<file path="src/rtl/sdci_pkg.sv">
// ----------------------------------------------------------------------------
// sdci_pkg
// Types and constants shared by the SD card initialisation sequencer modules.
// ----------------------------------------------------------------------------
package sdci_pkg;

  // Sequencer phase, one-hot.
  typedef enum logic [8:0] {
    PH_IDLE = 9'b0_0000_0001,
    PH_CMD0 = 9'b0_0000_0010,
    PH_CMD8 = 9'b0_0000_0100,
    PH_A41  = 9'b0_0000_1000,
    PH_CMD2 = 9'b0_0001_0000,
    PH_CMD3 = 9'b0_0010_0000,
    PH_CMD9 = 9'b0_0100_0000,
    PH_CMD7 = 9'b0_1000_0000,
    PH_A6   = 9'b1_0000_0000
  } phase_e;

  // Result kinds.
  localparam logic [1:0] KIND_ISSUE = 2'd0;
  localparam logic [1:0] KIND_OK    = 2'd1;
  localparam logic [1:0] KIND_ERR   = 2'd2;

  // Response types.
  localparam logic [1:0] RT_NONE  = 2'd0;
  localparam logic [1:0] RT_SHORT = 2'd1;
  localparam logic [1:0] RT_LONG  = 2'd2;

  // Command indices.
  localparam logic [5:0] CMD_GO_IDLE   = 6'd0;
  localparam logic [5:0] CMD_ALL_CID   = 6'd2;
  localparam logic [5:0] CMD_SEND_RCA  = 6'd3;
  localparam logic [5:0] CMD_BUS_WIDTH = 6'd6;
  localparam logic [5:0] CMD_SELECT    = 6'd7;
  localparam logic [5:0] CMD_IF_COND   = 6'd8;
  localparam logic [5:0] CMD_SEND_CSD  = 6'd9;
  localparam logic [5:0] CMD_SEND_CID  = 6'd10;
  localparam logic [5:0] CMD_OP_COND   = 6'd41;
  localparam logic [5:0] CMD_APP       = 6'd55;

  // Command arguments.
  localparam logic [31:0] ARG_IF_COND   = 32'h0000_01AA;
  localparam logic [31:0] ARG_OP_COND   = 32'h0010_0000;
  localparam logic [31:0] ARG_BUS_WIDTH = 32'h0000_0002;
  localparam int unsigned HCS_BIT       = 30;

  // Error codes.
  localparam logic [3:0] ERR_NONE   = 4'd0;
  localparam logic [3:0] ERR_CMD0   = 4'd1;
  localparam logic [3:0] ERR_CMD8   = 4'd2;
  localparam logic [3:0] ERR_ACMD41 = 4'd3;
  localparam logic [3:0] ERR_CMD2   = 4'd4;
  localparam logic [3:0] ERR_CMD3   = 4'd5;
  localparam logic [3:0] ERR_CMD9   = 4'd6;
  localparam logic [3:0] ERR_CSD    = 4'd7;
  localparam logic [3:0] ERR_CMD7   = 4'd8;
  localparam logic [3:0] ERR_ACMD6  = 4'd9;

  // Register indices of the configuration port.
  localparam logic REG_MAX_TRIES = 1'b0;
  localparam logic REG_OP_TRIES  = 1'b1;

  localparam logic [7:0]  MAX_TRIES_RST = 8'd10;
  localparam logic [15:0] OP_TRIES_RST  = 16'd10000;

  typedef struct packed {
    phase_e      phase;
    logic [7:0]  try_count;
    logic [15:0] poll_count;
    logic        app_pending;
    logic        host_hc;
    logic        card_hc;
    logic [15:0] rca;
  } seq_state_t;

  typedef struct packed {
    logic        has;
    logic [1:0]  kind;
    logic [5:0]  idx;
    logic [31:0] arg;
    logic [1:0]  rt;
    logic [3:0]  err;
    logic        card_hc;
    logic [15:0] rca;
  } seq_res_t;

  typedef struct packed {
    logic [7:0]  max_tries;
    logic [15:0] op_tries;
  } seq_cfg_t;

  function automatic logic [1:0] resp_type(input logic [5:0] idx);
    logic [1:0] rt;
    rt = RT_SHORT;
    if (idx == CMD_GO_IDLE) begin
      rt = RT_NONE;
    end else if (idx == CMD_ALL_CID || idx == CMD_SEND_CSD || idx == CMD_SEND_CID) begin
      rt = RT_LONG;
    end
    return rt;
  endfunction

endpackage

</file>
<file path="src/rtl/sd_card_init_sequencer_unit.sv">
// Pipeline: an accepted item is held in the input register, then its decision is
// written to the result register when that is free. Throughput: one item per cycle
// unless the output stalls; the sequencer state updates with each decision.
// Reset: rst_ni clears the sequencer to idle, both registers to empty and the
// configuration to 10 tries per command and 10000 ACMD41 polls.
// ----------------------------------------------------------------------------
// sd_card_init_sequencer_unit
// SD card bring-up sequencer: turns command completions into the next command.
// ----------------------------------------------------------------------------
module sd_card_init_sequencer_unit
  import sdci_pkg::*;
(
  input  logic        clk_i,
  input  logic        rst_ni,
  input  logic        psel,
  input  logic        penable,
  input  logic        pwrite,
  input  logic [2:0]  paddr,
  input  logic [31:0] pwdata,
  output logic [31:0] prdata,
  output logic        pready,
  input  logic        in_valid_i,
  output logic        in_stall_o,
  input  logic        operation_i,
  input  logic        flag_timeout_i,
  input  logic        flag_resp_end_i,
  input  logic        flag_sent_i,
  input  logic        flag_crc_fail_i,
  input  logic [31:0] response_i,
  output logic        out_valid_o,
  input  logic        out_stall_i,
  output logic [1:0]  kind_o,
  output logic [5:0]  cmd_index_o,
  output logic [31:0] cmd_arg_o,
  output logic [1:0]  resp_type_o,
  output logic [3:0]  error_code_o,
  output logic        power_off_o,
  output logic        wide_bus_o,
  output logic        high_capacity_o,
  output logic [15:0] card_address_o
);

  seq_cfg_t    cfg;
  seq_state_t  state_q;
  seq_state_t  state_d;
  seq_res_t    res_d;
  seq_res_t    res_q;
  logic        in_vld_q;
  logic        out_vld_q;
  logic        in_accept;
  logic        advance;
  logic        op_q;
  logic        fl_to_q;
  logic        fl_re_q;
  logic        fl_snt_q;
  logic        fl_crc_q;
  logic [31:0] resp_q;

  sdci_apb u_apb (
    .clk_i   (clk_i),
    .rst_ni  (rst_ni),
    .psel    (psel),
    .penable (penable),
    .pwrite  (pwrite),
    .paddr   (paddr),
    .pwdata  (pwdata),
    .prdata  (prdata),
    .pready  (pready),
    .cfg_o   (cfg)
  );

  sdci_step u_step (
    .cur_i           (state_q),
    .cfg_i           (cfg),
    .operation_i     (op_q),
    .flag_timeout_i  (fl_to_q),
    .flag_resp_end_i (fl_re_q),
    .flag_sent_i     (fl_snt_q),
    .flag_crc_fail_i (fl_crc_q),
    .response_i      (resp_q),
    .nxt_o           (state_d),
    .res_o           (res_d)
  );

  // The held item moves on once the result register is free or being emptied.
  assign advance    = in_vld_q && (!out_vld_q || !out_stall_i);
  assign in_stall_o = in_vld_q && !advance;
  assign in_accept  = in_valid_i && !in_stall_o;

  always_ff @(posedge clk_i or negedge rst_ni) begin
    if (!rst_ni) begin
      in_vld_q  <= 1'b0;
      out_vld_q <= 1'b0;
      state_q   <= '{phase: PH_IDLE, default: '0};
    end else begin
      if (in_accept) begin
        in_vld_q <= 1'b1;
      end else if (advance) begin
        in_vld_q <= 1'b0;
      end
      if (advance) begin
        out_vld_q <= res_d.has;
        state_q   <= state_d;
      end else if (!out_stall_i) begin
        out_vld_q <= 1'b0;
      end
    end
  end

  always_ff @(posedge clk_i) begin
    if (in_accept) begin
      op_q     <= operation_i;
      fl_to_q  <= flag_timeout_i;
      fl_re_q  <= flag_resp_end_i;
      fl_snt_q <= flag_sent_i;
      fl_crc_q <= flag_crc_fail_i;
      resp_q   <= response_i;
    end
    if (advance && res_d.has) begin
      res_q <= res_d;
    end
  end

  assign out_valid_o     = out_vld_q;
  assign kind_o          = res_q.kind;
  assign cmd_index_o     = res_q.idx;
  assign cmd_arg_o       = res_q.arg;
  assign resp_type_o     = res_q.rt;
  assign error_code_o    = res_q.err;
  assign power_off_o     = (res_q.kind == KIND_ERR);
  assign wide_bus_o      = (res_q.kind == KIND_OK);
  assign high_capacity_o = res_q.card_hc;
  assign card_address_o  = res_q.rca;

`ifndef SYNTHESIS
  a_stall_needs_item: assert property (@(posedge clk_i) disable iff (!rst_ni)
    in_stall_o |-> in_vld_q)
    else $error("input stalled with no item held");

  a_finish_goes_idle: assert property (@(posedge clk_i) disable iff (!rst_ni)
    (advance && res_d.has && res_d.kind != KIND_ISSUE) |=> (state_q.phase == PH_IDLE))
    else $error("sequencer not idle after a final result");

  a_busy_has_try: assert property (@(posedge clk_i) disable iff (!rst_ni)
    (state_q.phase != PH_IDLE) |-> (state_q.try_count != 8'd0))
    else $error("active phase with zero try count");

  a_err_code_match: assert property (@(posedge clk_i) disable iff (!rst_ni)
    out_vld_q |-> ((res_q.kind == KIND_ERR) == (res_q.err != ERR_NONE)))
    else $error("error code disagrees with result kind");

  a_held_result: assert property (@(posedge clk_i) disable iff (!rst_ni)
    (out_vld_q && out_stall_i) |=> (out_vld_q && $stable(res_q)))
    else $error("stalled result changed");
`endif

endmodule

</file>
<file path="src/rtl/sdci_apb.sv">
// ----------------------------------------------------------------------------
// sdci_apb
// Configuration registers of the sequencer behind a simple APB slave.
// ----------------------------------------------------------------------------
module sdci_apb
  import sdci_pkg::*;
(
  input  logic        clk_i,
  input  logic        rst_ni,
  input  logic        psel,
  input  logic        penable,
  input  logic        pwrite,
  input  logic [2:0]  paddr,
  input  logic [31:0] pwdata,
  output logic [31:0] prdata,
  output logic        pready,
  output seq_cfg_t    cfg_o
);

  logic [7:0]  max_tries_q;
  logic [15:0] op_tries_q;
  logic        wr_en;
  logic        reg_sel;

  assign pready  = 1'b1;
  assign reg_sel = paddr[2];
  assign wr_en   = psel && penable && pwrite;

  always_ff @(posedge clk_i or negedge rst_ni) begin
    if (!rst_ni) begin
      max_tries_q <= MAX_TRIES_RST;
      op_tries_q  <= OP_TRIES_RST;
    end else if (wr_en) begin
      if (reg_sel == REG_MAX_TRIES) begin
        max_tries_q <= pwdata[7:0];
      end else begin
        op_tries_q <= pwdata[15:0];
      end
    end
  end

  always_comb begin
    unique case (reg_sel)
      REG_MAX_TRIES: prdata = {24'd0, max_tries_q};
      REG_OP_TRIES:  prdata = {16'd0, op_tries_q};
      default:       prdata = '0;
    endcase
  end

  assign cfg_o.max_tries = max_tries_q;
  assign cfg_o.op_tries  = op_tries_q;

endmodule

</file>
<file path="src/rtl/sdci_step.sv">
// ----------------------------------------------------------------------------
// sdci_step
// Decision logic: classifies one command completion and picks the next
// command or the final result, together with the next sequencer state.
// ----------------------------------------------------------------------------
module sdci_step
  import sdci_pkg::*;
(
  input  seq_state_t  cur_i,
  input  seq_cfg_t    cfg_i,
  input  logic        operation_i,
  input  logic        flag_timeout_i,
  input  logic        flag_resp_end_i,
  input  logic        flag_sent_i,
  input  logic        flag_crc_fail_i,
  input  logic [31:0] response_i,
  output seq_state_t  nxt_o,
  output seq_res_t    res_o
);

  typedef enum logic [1:0] {
    OUT_TIMEOUT = 2'd0,
    OUT_OK      = 2'd1,
    OUT_CRC     = 2'd2,
    OUT_UNKNOWN = 2'd3
  } outcome_e;

  typedef enum logic [2:0] {
    ACT_NONE,
    ACT_ISSUE,
    ACT_BEGIN,
    ACT_AGAIN,
    ACT_FINISH,
    ACT_A41_INNER,
    ACT_A41_OUTER,
    ACT_A6_INNER
  } act_e;

  outcome_e    outcome;
  act_e        act;
  phase_e      a_phase;
  logic [5:0]  a_idx;
  logic [31:0] a_arg;
  logic [3:0]  a_err;
  logic [7:0]  eff_max;
  logic        try_lt;
  logic        poll_lt;
  logic        go_outer;
  logic [31:0] rca_arg;
  seq_state_t  nxt;
  seq_res_t    res;

  assign eff_max = (cfg_i.max_tries == 8'd0) ? 8'd1 : cfg_i.max_tries;

  always_comb begin
    priority if (flag_timeout_i) begin
      outcome = OUT_TIMEOUT;
    end else if (flag_resp_end_i || flag_sent_i) begin
      outcome = OUT_OK;
    end else if (flag_crc_fail_i) begin
      outcome = OUT_CRC;
    end else begin
      outcome = OUT_UNKNOWN;
    end
  end

  always_comb begin
    nxt      = cur_i;
    res      = '0;
    act      = ACT_NONE;
    a_phase  = PH_IDLE;
    a_idx    = CMD_GO_IDLE;
    a_arg    = '0;
    a_err    = ERR_NONE;
    go_outer = 1'b0;
    rca_arg  = {cur_i.rca, 16'd0};

    if (!operation_i) begin
      nxt.host_hc     = 1'b0;
      nxt.card_hc     = 1'b0;
      nxt.rca         = '0;
      nxt.poll_count  = '0;
      nxt.app_pending = 1'b0;
      act             = ACT_BEGIN;
      a_phase         = PH_CMD0;
    end else begin
      unique case (cur_i.phase)
        PH_IDLE: act = ACT_NONE;
        PH_CMD0: begin
          if (outcome == OUT_OK) begin
            act     = ACT_BEGIN;
            a_phase = PH_CMD8;
            a_idx   = CMD_IF_COND;
            a_arg   = ARG_IF_COND;
          end else begin
            act   = ACT_AGAIN;
            a_err = ERR_CMD0;
          end
        end
        PH_CMD8: begin
          a_err = ERR_CMD8;
          if (outcome == OUT_OK) begin
            if (response_i != ARG_IF_COND) begin
              act = ACT_FINISH;
            end else begin
              nxt.host_hc    = 1'b1;
              nxt.poll_count = '0;
              act            = ACT_A41_OUTER;
            end
          end else if (cur_i.try_count < eff_max) begin
            act   = ACT_AGAIN;
            a_idx = CMD_IF_COND;
            a_arg = ARG_IF_COND;
          end else if (outcome == OUT_TIMEOUT) begin
            // Old cards do not answer CMD8; carry on as a standard-capacity host.
            nxt.host_hc    = 1'b0;
            nxt.poll_count = '0;
            act            = ACT_A41_OUTER;
          end else begin
            act = ACT_FINISH;
          end
        end
        PH_A41: begin
          if (cur_i.app_pending) begin
            if (outcome == OUT_OK) begin
              nxt.app_pending = 1'b0;
              act             = ACT_ISSUE;
              a_idx           = CMD_OP_COND;
              a_arg           = ARG_OP_COND | ({31'd0, cur_i.host_hc} << HCS_BIT);
            end else begin
              act = ACT_A41_INNER;
            end
          end else if (outcome == OUT_CRC) begin
            // R3 carries no valid CRC, so a CRC failure is the normal answer.
            if (response_i[31]) begin
              nxt.card_hc = response_i[30];
              act         = ACT_BEGIN;
              a_phase     = PH_CMD2;
              a_idx       = CMD_ALL_CID;
            end else begin
              act = ACT_A41_OUTER;
            end
          end else begin
            act = ACT_A41_INNER;
          end
        end
        PH_CMD2: begin
          if (outcome == OUT_OK) begin
            act     = ACT_BEGIN;
            a_phase = PH_CMD3;
            a_idx   = CMD_SEND_RCA;
          end else begin
            act   = ACT_AGAIN;
            a_idx = CMD_ALL_CID;
            a_err = ERR_CMD2;
          end
        end
        PH_CMD3: begin
          act   = ACT_AGAIN;
          a_idx = CMD_SEND_RCA;
          a_err = ERR_CMD3;
          if (outcome == OUT_OK) begin
            nxt.rca = response_i[31:16];
            if (response_i[31:16] != 16'd0) begin
              act     = ACT_BEGIN;
              a_phase = PH_CMD9;
              a_idx   = CMD_SEND_CSD;
              a_arg   = {response_i[31:16], 16'd0};
            end
          end
        end
        PH_CMD9: begin
          if (outcome == OUT_OK) begin
            if (response_i[31:30] > 2'd1) begin
              act   = ACT_FINISH;
              a_err = ERR_CSD;
            end else begin
              act     = ACT_BEGIN;
              a_phase = PH_CMD7;
              a_idx   = CMD_SELECT;
              a_arg   = rca_arg;
            end
          end else begin
            act   = ACT_AGAIN;
            a_idx = CMD_SEND_CSD;
            a_arg = rca_arg;
            a_err = ERR_CMD9;
          end
        end
        PH_CMD7: begin
          if (outcome == OUT_OK) begin
            nxt.app_pending = 1'b1;
            act             = ACT_BEGIN;
            a_phase         = PH_A6;
            a_idx           = CMD_APP;
            a_arg           = rca_arg;
          end else begin
            act   = ACT_AGAIN;
            a_idx = CMD_SELECT;
            a_arg = rca_arg;
            a_err = ERR_CMD7;
          end
        end
        PH_A6: begin
          if (cur_i.app_pending && outcome == OUT_OK) begin
            nxt.app_pending = 1'b0;
            act             = ACT_ISSUE;
            a_idx           = CMD_BUS_WIDTH;
            a_arg           = ARG_BUS_WIDTH;
          end else if (!cur_i.app_pending && outcome == OUT_OK) begin
            act   = ACT_FINISH;
            a_err = ERR_NONE;
          end else begin
            act = ACT_A6_INNER;
          end
        end
        default: begin
          nxt.phase = PH_IDLE;
          act       = ACT_NONE;
        end
      endcase
    end

    try_lt  = nxt.try_count < eff_max;
    poll_lt = nxt.poll_count < cfg_i.op_tries;

    unique case (act)
      ACT_NONE: res.has = 1'b0;
      ACT_ISSUE: begin
        res.has = 1'b1;
        res.idx = a_idx;
        res.arg = a_arg;
      end
      ACT_BEGIN: begin
        nxt.phase     = a_phase;
        nxt.try_count = 8'd1;
        res.has       = 1'b1;
        res.idx       = a_idx;
        res.arg       = a_arg;
      end
      ACT_AGAIN: begin
        if (try_lt) begin
          nxt.try_count = nxt.try_count + 8'd1;
          res.has       = 1'b1;
          res.idx       = a_idx;
          res.arg       = a_arg;
        end else begin
          res.has = 1'b1;
          res.err = a_err;
        end
      end
      ACT_FINISH: begin
        res.has = 1'b1;
        res.err = a_err;
      end
      ACT_A41_INNER: begin
        if (try_lt) begin
          nxt.try_count   = nxt.try_count + 8'd1;
          nxt.app_pending = 1'b1;
          res.has         = 1'b1;
          res.idx         = CMD_APP;
          res.arg         = rca_arg;
        end else begin
          go_outer = 1'b1;
        end
      end
      ACT_A41_OUTER: go_outer = 1'b1;
      ACT_A6_INNER: begin
        if (try_lt) begin
          nxt.try_count   = nxt.try_count + 8'd1;
          nxt.app_pending = 1'b1;
          res.has         = 1'b1;
          res.idx         = CMD_APP;
          res.arg         = rca_arg;
        end else begin
          res.has = 1'b1;
          res.err = ERR_ACMD6;
        end
      end
      default: res.has = 1'b0;
    endcase

    // A fresh outer ACMD41 attempt restarts the CMD55 prefix retries.
    if (go_outer) begin
      res.has = 1'b1;
      if (poll_lt) begin
        nxt.poll_count  = nxt.poll_count + 16'd1;
        nxt.phase       = PH_A41;
        nxt.try_count   = 8'd1;
        nxt.app_pending = 1'b1;
        res.idx         = CMD_APP;
        res.arg         = rca_arg;
      end else begin
        res.err = ERR_ACMD41;
      end
    end

    // Any result that is not a command ends the sequence.
    if (res.has && (act == ACT_FINISH || (act != ACT_ISSUE && act != ACT_BEGIN
        && res.idx == CMD_GO_IDLE && res.arg == 32'd0 && !(act == ACT_AGAIN && try_lt)))) begin
      nxt.phase       = PH_IDLE;
      nxt.app_pending = 1'b0;
      res.kind        = (res.err == ERR_NONE) ? KIND_OK : KIND_ERR;
    end else begin
      res.kind = KIND_ISSUE;
    end

    res.rt      = (res.kind == KIND_ISSUE) ? resp_type(res.idx) : RT_NONE;
    res.card_hc = nxt.card_hc;
    res.rca     = nxt.rca;
  end

  assign nxt_o = nxt;
  assign res_o = res;

endmodule
</file>
<file path="config.mk">
export PLATFORM = sky130hd
export DESIGN_NAME = sd_card_init_sequencer_unit
export DESIGN_NICKNAME = d
export VERILOG_FILES = /design/src/rtl/sdci_pkg.sv /design/src/rtl/sd_card_init_sequencer_unit.sv /design/src/rtl/sdci_apb.sv /design/src/rtl/sdci_step.sv
export SDC_FILE = /design/constraint.sdc
export NUM_CORES = 1
export LEC_CHECK = 0
export ABC_CLOCK_PERIOD_IN_PS = 9210
export BUFFER_PORTS_ARGS = -buffer_cell sky130_fd_sc_hd__buf_2
export CAP_MARGIN = 20
export CORE_MARGIN = 2
export CORE_UTILIZATION = 55
export DETAILED_ROUTE_END_ITERATION = 10
export PLACE_DENSITY_LB_ADDON = 0.25
export SLEW_MARGIN = 20
export SYNTH_ARGS = -nofsm -noshare
export SYNTH_HDL_FRONTEND = slang
export SYNTH_HIERARCHICAL = 1
export SYNTH_SLANG_ARGS = --single-unit
</file>
<file path="constraint.sdc">
create_clock -name clk_i -period 9.21 [get_ports clk_i]
set_input_delay 0.4605 -clock clk_i [delete_from_list [all_inputs] [get_ports clk_i]]
set_output_delay 0.4605 -clock clk_i [all_outputs]
set_load 0.01 [all_outputs]
</file>
==> impl_metrics.env, run 1 <==
export IMPL_cts_tree="done"
export IMPL_r2r_start="resp_q[31]$_DFFE_PP_"
export IMPL_postRouteAntennaNets=0
export IMPL_netlist_cell_type_count=85
export IMPL_ff2ff_path_depth=17
export IMPL_wl_per_cell_um=18.1
export IMPL_dr_first_iter_drc_count=547
export IMPL_status="completed"
export IMPL_clock_skew_ns=0.0108
export IMPL_place_congestion=0.937
export IMPL_worstMarginPinSlew_ns=0.932
export IMPL_synth_edf_count=100
export IMPL_layout_drive_gt1_share_pct=32.1
export IMPL_cts_root_buf="clkbuf_16"
export IMPL_topRoutingLayerUsed="met4"
export IMPL_avgSynthCellArea_um2=11.7
export IMPL_synth_top_cell_by_area="edfxtp_1"
export IMPL_multiInputGateArea_um2=4180
export IMPL_p_per_area_nw_per_um2=203
export IMPL_hold_path_end="resp_q[25]$_DFFE_PP_"
export IMPL_fmax_mhz=176
export IMPL_start_util_pct=56.2
export IMPL_worstHoldPathCells=1
export IMPL_die_h_um=137
export IMPL_clk_latency_ns=0.43
export IMPL_syn_inst=828
export IMPL_wl_met1_mm=9.23
export IMPL_drc_errors=0
export IMPL_final_cell_mix="buf_2, edfxtp_1, mux2_2, nand2_1, dfrtp_1"
export IMPL_yosysWarnings=6
export IMPL_pin_count=179
export IMPL_hold_viol_final=0
export IMPL_min_period_ns=5.68
export IMPL_die_w_um=137
export IMPL_syn_area_um2=9720
export IMPL_path_max_fanout=15
export IMPL_slew_violations=0
export IMPL_ys_ff_latch=178
export IMPL_ys_seq_area_share_pct=51.1
export IMPL_critPathLaunchType="flip-flop"
export IMPL_cp_required_ns=9.52
export IMPL_grt_antenna_before_repair=1
export IMPL_final_seq_area_um2=4960
export IMPL_final_nets=1046
export IMPL_final_common_cell="buf_2"
export IMPL_gr_usage_all_layers_pct=23.8
export IMPL_grt_max_degree=64
export IMPL_met3_length_mm=1.40
export IMPL_finalSetupTns_ns=0
export IMPL_crit_arrival_ns=5.99
export IMPL_synth_top_cell_area_share_pct=30.9
export IMPL_ys_async_sr_fraction_pct=43.8
export IMPL_cp_end_kind="flip-flop"
export IMPL_cts_sinks=178
export IMPL_cp_slowest_cell="nor3_1"
export IMPL_p_leak_nw=4.85
export IMPL_hold_start="response_i[25]"
export IMPL_relSlewSlack_pct=37.9
export IMPL_rrSetupSlack_ns=3.53
export IMPL_holdBufCountCts=1
export IMPL_grt_pass1_wl_mm=34.2
export IMPL_critical_path_max_stage_delay_ns=0.67
export IMPL_cts_buffers=17
export IMPL_pre_cts_slack_ns=3.52
export IMPL_max_cap_violations=0
export IMPL_io_buffers=143
export IMPL_grt_pass1_vias=6541
export IMPL_nFillCells=1381
export IMPL_first_pass_iters=5
export IMPL_vias_per_cell=5.84
export IMPL_dp_hpwl_mm=15.0
export IMPL_wl_mm=21.4
export IMPL_core_area_um2=17300
export IMPL_path_clk_slew_ns=0.07
export IMPL_clk_path_buf_depth=2
export IMPL_cts_setup_buffers=0
export IMPL_ys_top_cells_by_area="edfxtp_1, dfrtp_1, mux2_2"
export IMPL_critPathKind="reg2reg"
export IMPL_overflow=0
export IMPL_vias=6902
export IMPL_dieArea_um2=18700
export IMPL_vdd_drop_max_uv=137
export IMPL_postCtsResizedCells=0
export IMPL_fp_row_count=48
export IMPL_area_growth_pct=12.2
export IMPL_htreeDepth=4
export IMPL_setup_ws_ns=3.53
export IMPL_reg2reg_to="state_q[34]$_DFFE_PN0P_"
export IMPL_rsz0062_at_grt="no"
export IMPL_post_route_period_util_pct=61.7
export IMPL_hp_class="in2reg"
export IMPL_setup_viol=0
export IMPL_critical_path_cell_chain="nor4_1 > nand4_1 > nor3_1 > nor3_1 > buf_4 > and2_1 > ha_1 > a21oi_1 > o21ai_0 > a211oi_1 > o21ai_0 > a41oi_2 > nand4b_4 > nand2b_1 > nor4_1 > xor2_1 > mux2_1"
export IMPL_met2_length_mm=10.3
export IMPL_synth_ff_type="edfxtp_1"
kinds of logic (layout without fill, tap and decap cells):
kind of cell,count (synthesis),in the layout,share of synthesized area [%]
AO/OA/AOI/OAI,146,146,11.0
XOR/XNOR,23,23,2.07
adder cells (fa/ha/maj),24,24,3.09
buffers and inverters,112,215,6.98
flip-flops,178,178,51.1
multiplexers,89,89,10.7
other,3,29,0.116
AND/OR/NAND/NOR,253,253,15.0
metal layers:
metal,track usage (%),up-vias
met5,0,-
met4,7.90,0
met3,5.22,36
met2,38.3,265
met1,32.3,3375
li1,-,3226
how the worst max path moves through the flow:
stage                                                start                          end  slack (ns)  cells after the start
after floorplan           u_apb/max_tries_q[3]$_DFFE_PN1P_  card_address_o[0]$_DFFE_PP_        3.19                     11
after global placement                resp_q[16]$_DFFE_PP_      state_q[34]$_DFFE_PN0P_        3.66                     15
after detailed placement              resp_q[31]$_DFFE_PP_      state_q[34]$_DFFE_PN0P_        3.52                     17
after CTS                             resp_q[31]$_DFFE_PP_      state_q[34]$_DFFE_PN0P_        3.53                     17
after global routing                  resp_q[31]$_DFFE_PP_      state_q[34]$_DFFE_PN0P_        3.18                     17
final                                 resp_q[31]$_DFFE_PP_      state_q[34]$_DFFE_PN0P_        3.53                     17
sequential cells by signal, summed over array words and instances (netlist names), 2 cells and up:
| signal | cells |
|---|---|
| u_apb/op_tries_q | 16 |
| cmd_arg_o | 32 |
| u_apb/max_tries_q | 8 |
| resp_q | 32 |
| kind_o | 2 |
| resp_type_o | 2 |
| card_address_o | 16 |
| state_q | 52 |
| cmd_index_o | 6 |
| error_code_o | 4 |
through the flow:
stage          instance area, µm²  instances  utilization, %  power [mW]  hold slack (ns)
2_1_floorplan                9810        853               -        1.38            0.165
3_3_place_gp                10300       1148            59.7        1.52            0.393
3_5_place_dp                10300       1148            59.7        1.53            0.396
4_1_cts                     10900       1181            63.0        2.23            0.190
5_1_grt                     10900       1182            63.1        2.32            0.184
6_report                    10900       1182            63.1        2.21            0.203
worst max-delay path: cells and delay by family (launching register included):
family | cells | cell delay, ns
compound gates | 5 | 1.04
xor+xnor | 1 | 0.12
fa+ha+maj | 1 | 0.30
buf+inv | 1 | 0.22
flops | 1 | 0.59
mux | 1 | 0.31
simple gates | 8 | 2.98
layout make-up:
| cell class | instances | share of cell area [%] |
|---|---|---|
| Inverter | 31 | 1.07 |
| Clock buffer | 19 | 3.97 |
| Tap cell | 225 | 2.58 |
| Antenna cell | 1 | 0.0229 |
| Timing Repair Buffer | 152 | 7.23 |
| Sequential cell | 178 | 45.5 |
| Multi-Input combinational cell | 563 | 38.3 |
| Clock inverter | 13 | 1.28 |
synth_stat cells (all sizes together) (14+ instances only):
cell      n
nand3    21
o21ai    17
edfxtp  100
inv      30
dfrtp    70
nor4     14
nand4    17
nand2    71
nor3     20
mux2     87
xor2     16
a21oi    47
buf      71
nor2     35
ha       24
and2     30
where the power goes:
group,total [mW],switching [mW],internal (mW)
Clock,0.700,0.338,0.362
Combinational,0.482,0.294,0.188
Sequential,1.03,0.0657,0.965
Note: power is estimated with default switching activity, not from simulation.
==> run 2: changes to the inputs <==
- ABC_CLOCK_PERIOD_IN_PS: 9210 -> 5800
- clock period: 9.21 -> 5.8 ns (I/O delays scaled with it)
==> impl_metrics.env, run 2 (same netlist as run 1, synthesis figures left out) <==
export IMPL_cp_end_kind="flip-flop"
export IMPL_vias=6853
export IMPL_rsz0062_at_grt="no"
export IMPL_status="completed"
export IMPL_post_route_period_util_pct=88.9
export IMPL_drc_errors=0
export IMPL_start_util_pct=56.2
export IMPL_cts_setup_buffers=0
export IMPL_p_per_area_nw_per_um2=320
export IMPL_hold_viol_final=0
export IMPL_grt_antenna_before_repair=0
export IMPL_dp_hpwl_mm=15.2
export IMPL_final_common_cell="buf_2"
export IMPL_path_clk_slew_ns=0.07
export IMPL_worstMarginPinSlew_ns=0.845
export IMPL_max_cap_violations=0
export IMPL_grt_pass1_vias=6531
export IMPL_relSlewSlack_pct=43.7
export IMPL_multiInputGateArea_um2=4180
export IMPL_place_congestion=0.950
export IMPL_clk_path_buf_depth=2
export IMPL_die_h_um=137
export IMPL_cp_endpoint="state_q[33]$_DFFE_PN0P_"
export IMPL_ff2ff_path_depth=18
export IMPL_pin_count=179
export IMPL_fp_row_count=48
export IMPL_reg2reg_to="state_q[33]$_DFFE_PN0P_"
export IMPL_p_leak_nw=4.89
export IMPL_critPathKind="reg2reg"
export IMPL_io_buffers=143
export IMPL_vdd_drop_max_uv=206
export IMPL_fin_area_um2=11000
export IMPL_hp_class="in2reg"
export IMPL_post_dp_cell_area_um2=10400
export IMPL_vias_per_cell=5.76
export IMPL_path_delay_family="compound AO/OA/AOI/OAI gates"
export IMPL_final_cell_mix="buf_2, edfxtp_1, mux2_2, nand2_1, dfrtp_1"
export IMPL_cts_buffers=17
export IMPL_critical_path_startpoint="u_apb/max_tries_q[3]$_DFFE_PN1P_"
export IMPL_min_period_ns=5.16
export IMPL_area_growth_pct=12.8
export IMPL_slew_violations=0
export IMPL_path_buf_inv=3
export IMPL_cts_root_buf="clkbuf_16"
export IMPL_die_w_um=137
export IMPL_overflow=0
export IMPL_n_antenna_cell=0
export IMPL_postRouteAntennaNets=0
export IMPL_core_area_um2=17300
export IMPL_setup_viol=0
export IMPL_cp_slowest_cell="dfstp_2"
export IMPL_htreeDepth=4
export IMPL_grt_pass1_wl_mm=34.2
export IMPL_cts_sinks=178
export IMPL_crit_arrival_ns=5.47
export IMPL_gr_usage_all_layers_pct=23.8
export IMPL_path_max_fanout=7
export IMPL_critical_path_max_stage_delay_ns=0.55
export IMPL_top_register="state_q"
export IMPL_largest_register_ffs=52
export IMPL_final_nets=1055
export IMPL_clock_skew_ns=0.0121
export IMPL_grt_max_degree=64
export IMPL_nFillCells=1379
export IMPL_critical_path_cell_chain="inv_1 > ha_1 > a21oi_1 > o21ai_0 > o2111a_1 > nor3_1 > buf_4 > and2_1 > ha_1 > a2111oi_0 > o31ai_1 > a41oi_2 > nand4b_4 > buf_4 > nor4_4 > nand3_1 > xnor2_1 > mux2_2"
export IMPL_layout_drive_gt1_share_pct=32.8
export IMPL_rrSetupSlack_ns=0.64
export IMPL_finalSetupTns_ns=0
export IMPL_dieArea_um2=18700
export IMPL_cp_depth=18
export IMPL_clk_latency_ns=0.43
export IMPL_wl_mm=21.6
export IMPL_fmax_mhz=194
export IMPL_critPathLaunchType="flip-flop"
export IMPL_cts_tree="done"
export IMPL_cp_required_ns=6.12
export IMPL_final_seq_area_um2=4960
export IMPL_dr_first_iter_drc_count=640
export IMPL_wl_per_cell_um=18.2
export IMPL_first_pass_iters=7
export IMPL_r2r_start="u_apb/max_tries_q[3]$_DFFE_PN1P_"
==> run 2: cell types whose count changed in the layout (fill, tap and decap cells not counted) <==
cell	change
buf_4	+9
clkbuf_1	-2
inv_6	+2
clkinv_1	+1
clkinv_2	+1
clkinv_8	-1
diode_2	-1
inv_8	-1
==> run 2: cell type report <==
class	instances	share of cell area, %
well taps	225	2.57
clock inverters	15	1.27
repair buffers	161	7.81
multi-input cells	563	38.1
flip-flops and latches	178	45.3
clock buffers	17	3.88
inverters	31	1.06
==> run 2: worst min-delay path by stage <==
stage                    from  cells past startpoint                 endpoint
6_report       response_i[30]                      1     resp_q[30]$_DFFE_PP_
4_1_cts        response_i[14]                      1     resp_q[14]$_DFFE_PP_
5_1_grt        response_i[10]                      1     resp_q[10]$_DFFE_PP_
3_3_place_gp           rst_ni                      1  state_q[39]$_DFFE_PN0P_
3_5_place_dp           rst_ni                      1  state_q[39]$_DFFE_PN0P_
2_1_floorplan          rst_ni                      0     in_vld_q$_DFFE_PN0P_
==> run 2: report_power, final <==
part | leakage, nW | total, mW | internal (mW) | switching (mW)
Clock | 0.277 | 1.10 | 0.568 | 0.531
Combinational | 2.63 | 0.775 | 0.304 | 0.471
Sequential | 1.99 | 1.63 | 1.53 | 0.0990
Total | 4.89 | 3.51 | 2.41 | 1.10
==> run 2: stage by stage <==
stage,hold slack (ns),std cells,utilization [%],worst slack [ns],power [mW]
2_1_floorplan,-0.00559,853,-,1.20,2.18
4_1_cts,0.00995,1190,63.4,0.616,3.54
3_3_place_gp,0.252,1157,60.1,0.675,2.42
5_1_grt,0.00762,1190,63.4,0.315,3.68
3_5_place_dp,0.259,1157,60.1,0.649,2.43
6_report,0.0305,1190,63.4,0.643,3.51
==> run 2: routing by layer <==
metal	global-route usage [%]	part of all wire, %
met5	0	0
met4	7.10	1.4
met2	37.4	47
met1	33.2	45
met3	5.44	6.2
==> run 2: timing repair <==
item | CTS | global route
hold buffers | 1 | 0
hold endpoints to repair | 25 | 0
resized for setup | 0 | 0
endpoints found under the setup margin | 0 | 0
==> run 3: changes to the inputs <==
==> constraint.sdc (replaced) <==
create_clock -name clk_i -period 5.8 [get_ports clk_i]
set_input_delay 1.74 -clock clk_i [delete_from_list [all_inputs] [get_ports clk_i]]
set_output_delay 1.74 -clock clk_i [all_outputs]
set_load 0.01 [all_outputs]
==> impl_metrics.env, run 3 (same netlist as run 1, synthesis figures left out) <==
export IMPL_status="completed"
export IMPL_path_delay_family="compound AO/OA/AOI/OAI gates"
export IMPL_crit_arrival_ns=5.53
export IMPL_final_cell_mix="buf_2, edfxtp_1, mux2_2, nand2_1, dfrtp_1"
export IMPL_cts_setup_buffers=0
export IMPL_grt_max_degree=64
export IMPL_largest_register_ffs=52
export IMPL_wl_mm=21.2
export IMPL_vias_per_cell=5.74
export IMPL_io_buffers=143
export IMPL_final_common_cell="buf_2"
export IMPL_power_share_clock_pct=32.3
export IMPL_postCtsResizedCells=0
export IMPL_switching_share_pct=30.2
export IMPL_hold_path_end="state_q[34]$_DFFE_PN0P_"
export IMPL_multiInputGateArea_um2=4180
export IMPL_max_cap_violations=0
export IMPL_setup_viol=0
export IMPL_htreeDepth=4
export IMPL_worstMarginPinSlew_ns=0.882
export IMPL_rrSetupSlack_ns=0.64
export IMPL_cts_sinks=178
export IMPL_vias=6812
export IMPL_overflow=0
export IMPL_cp_required_ns=6.17
export IMPL_path_buf_inv=1
export IMPL_top_register="state_q"
export IMPL_grt_pass1_wl_mm=33.4
export IMPL_fmax_mhz=194
export IMPL_finalSetupTns_ns=0
export IMPL_met3_length_mm=1.44
export IMPL_clock_skew_ns=0.0127
export IMPL_p_per_area_nw_per_um2=323
export IMPL_holdWs_ns=0.480
export IMPL_clk_path_buf_depth=2
export IMPL_worstHoldPathCells=1
export IMPL_grt_antenna_before_repair=0
export IMPL_layout_drive_gt1_share_pct=32.6
export IMPL_cp_slowest_cell="a311oi_4"
export IMPL_cts_buffers=17
export IMPL_critical_path_max_stage_delay_ns=0.64
export IMPL_hold_viol_final=0
export IMPL_drc_errors=0
export IMPL_p_switching_mw=1.07
export IMPL_cts_tree="done"
export IMPL_critPathLaunchType="flip-flop"
export IMPL_dr_first_iter_drc_count=639
export IMPL_wl_met1_mm=9.42
export IMPL_rsz0062_at_grt="no"
export IMPL_first_pass_iters=5
export IMPL_vdd_drop_max_uv=226
export IMPL_dp_hpwl_mm=15.1
export IMPL_die_h_um=137
export IMPL_grt_pass1_vias=6386
export IMPL_n_antenna_cell=0
export IMPL_r2r_start="state_q[44]$_DFFE_PN0P_"
export IMPL_post_route_period_util_pct=88.9
export IMPL_area_growth_pct=12.8
export IMPL_topRoutingLayerUsed="met4"
export IMPL_place_congestion=0.970
export IMPL_path_clk_slew_ns=0.07
export IMPL_p_seq_share_pct=46.3
export IMPL_pin_count=179
export IMPL_p_leak_nw=4.88
export IMPL_nFillCells=1361
export IMPL_critical_path_cell_chain="nor4b_2 > and3_1 > o2111a_1 > nor3_1 > buf_4 > and2_1 > ha_1 > a2111oi_0 > o31ai_1 > a41oi_2 > nand2_1 > a311oi_4 > nor3_2 > a21oi_1 > mux2_2"
export IMPL_min_period_ns=5.16
export IMPL_dieArea_um2=18700
export IMPL_p_int_mw=2.47
export IMPL_reg2reg_to="state_q[48]$_DFFE_PN0P_"
export IMPL_core_area_um2=17300
export IMPL_combinationalPowerShare_pct=21.4
export IMPL_path_max_fanout=13
export IMPL_ff2ff_path_depth=15
export IMPL_hold_start="state_q[34]$_DFFE_PN0P_"
export IMPL_critPathKind="reg2reg"
export IMPL_gr_usage_all_layers_pct=23.3
export IMPL_relSlewSlack_pct=41.2
export IMPL_hp_class="reg2reg"
export IMPL_clk_latency_ns=0.43
export IMPL_cts_root_buf="clkbuf_16"
export IMPL_final_cells=1187
export IMPL_wl_per_cell_um=17.9
export IMPL_postRouteAntennaNets=0
export IMPL_slew_violations=0
export IMPL_final_seq_area_um2=4960
export IMPL_die_w_um=137
export IMPL_final_nets=1053
export IMPL_fp_row_count=48
export IMPL_holdBufCountCts=0
export IMPL_met2_length_mm=10.0
export IMPL_cp_end_kind="flip-flop"
export IMPL_dp_cells=1156
export IMPL_start_util_pct=56.2
[run 3: cell count changes in the layout (fill, tap and decap cells not counted), sizes merged]
cell,before,now
buf,160,159
bufinv,0,2
clkbuf,17,18
clkinv,7,4
clkinvlp,1,2
dlygate4sd3,1,0
inv,38,36
[run 3: through the flow]
step           power [mW]  setup slack, ns  instance area [µm²]  utilization, %
2_1_floorplan        2.18             1.20                 9810               -
3_3_place_gp         2.41            0.690                10400            60.0
3_5_place_dp         2.42            0.715                10400            60.0
4_1_cts              3.56            0.694                11000            63.4
5_1_grt              3.71            0.299                11000            63.4
6_report             3.54            0.644                11000            63.4
[run 3: worst register-to-register path, stage by stage (launching register included)]
cell and delay [ns]:
dfrtp_1 0.54, nor4b_2 0.48, and3_1 0.41, o2111a_1 0.36, nor3_1 0.10, buf_4 0.16, and2_1 0.19, ha_1 0.30
a2111oi_0 0.56, o31ai_1 0.20, a41oi_2 0.40, nand2_1 0.15, a311oi_4 0.64, nor3_2 0.23, a21oi_1 0.20, mux2_2 0.18
[run 3: area by class of cell]
cell class | instances | area share [%]
repair buffers | 159 | 7.65
clock inverters | 13 | 1.37
multi-input cells | 563 | 38.1
well taps | 225 | 2.57
inverters | 31 | 1.06
clock buffers | 18 | 3.92
flip-flops and latches | 178 | 45.3
[run 3: how the worst max path moves through the flow]
stage | depth (start not counted) | slack [ns] | from | end
global placement | 15 | 0.69 | state_q[44]$_DFFE_PN0P_ | state_q[48]$_DFFE_PN0P_
finish | 15 | 0.64 | state_q[44]$_DFFE_PN0P_ | state_q[48]$_DFFE_PN0P_
CTS | 17 | 0.69 | u_apb/max_tries_q[3]$_DFFE_PN1P_ | state_q[48]$_DFFE_PN0P_
detailed placement | 17 | 0.71 | u_apb/max_tries_q[3]$_DFFE_PN1P_ | state_q[48]$_DFFE_PN0P_
floorplan | 11 | 1.20 | u_apb/max_tries_q[3]$_DFFE_PN1P_ | card_address_o[0]$_DFFE_PP_
global route | 15 | 0.30 | state_q[44]$_DFFE_PN0P_ | state_q[48]$_DFFE_PN0P_
[run 3: power groups by stage]
stage	combinational [mW]	sequential, mW	clock (mW)
floorplan	0.508	1.67	0
detailed placement	0.754	1.67	0
CTS	0.758	1.64	1.16
global placement	0.745	1.66	0
finish	0.758	1.64	1.14
global route	0.830	1.66	1.22
[run 3: routing by layer]
metal  global-route usage [%]  vias up
met4                     6.99        0
met2                     36.3      256
li1                         -     3234
met1                     32.7     3293
met3                     5.37       29
met5                        0        -
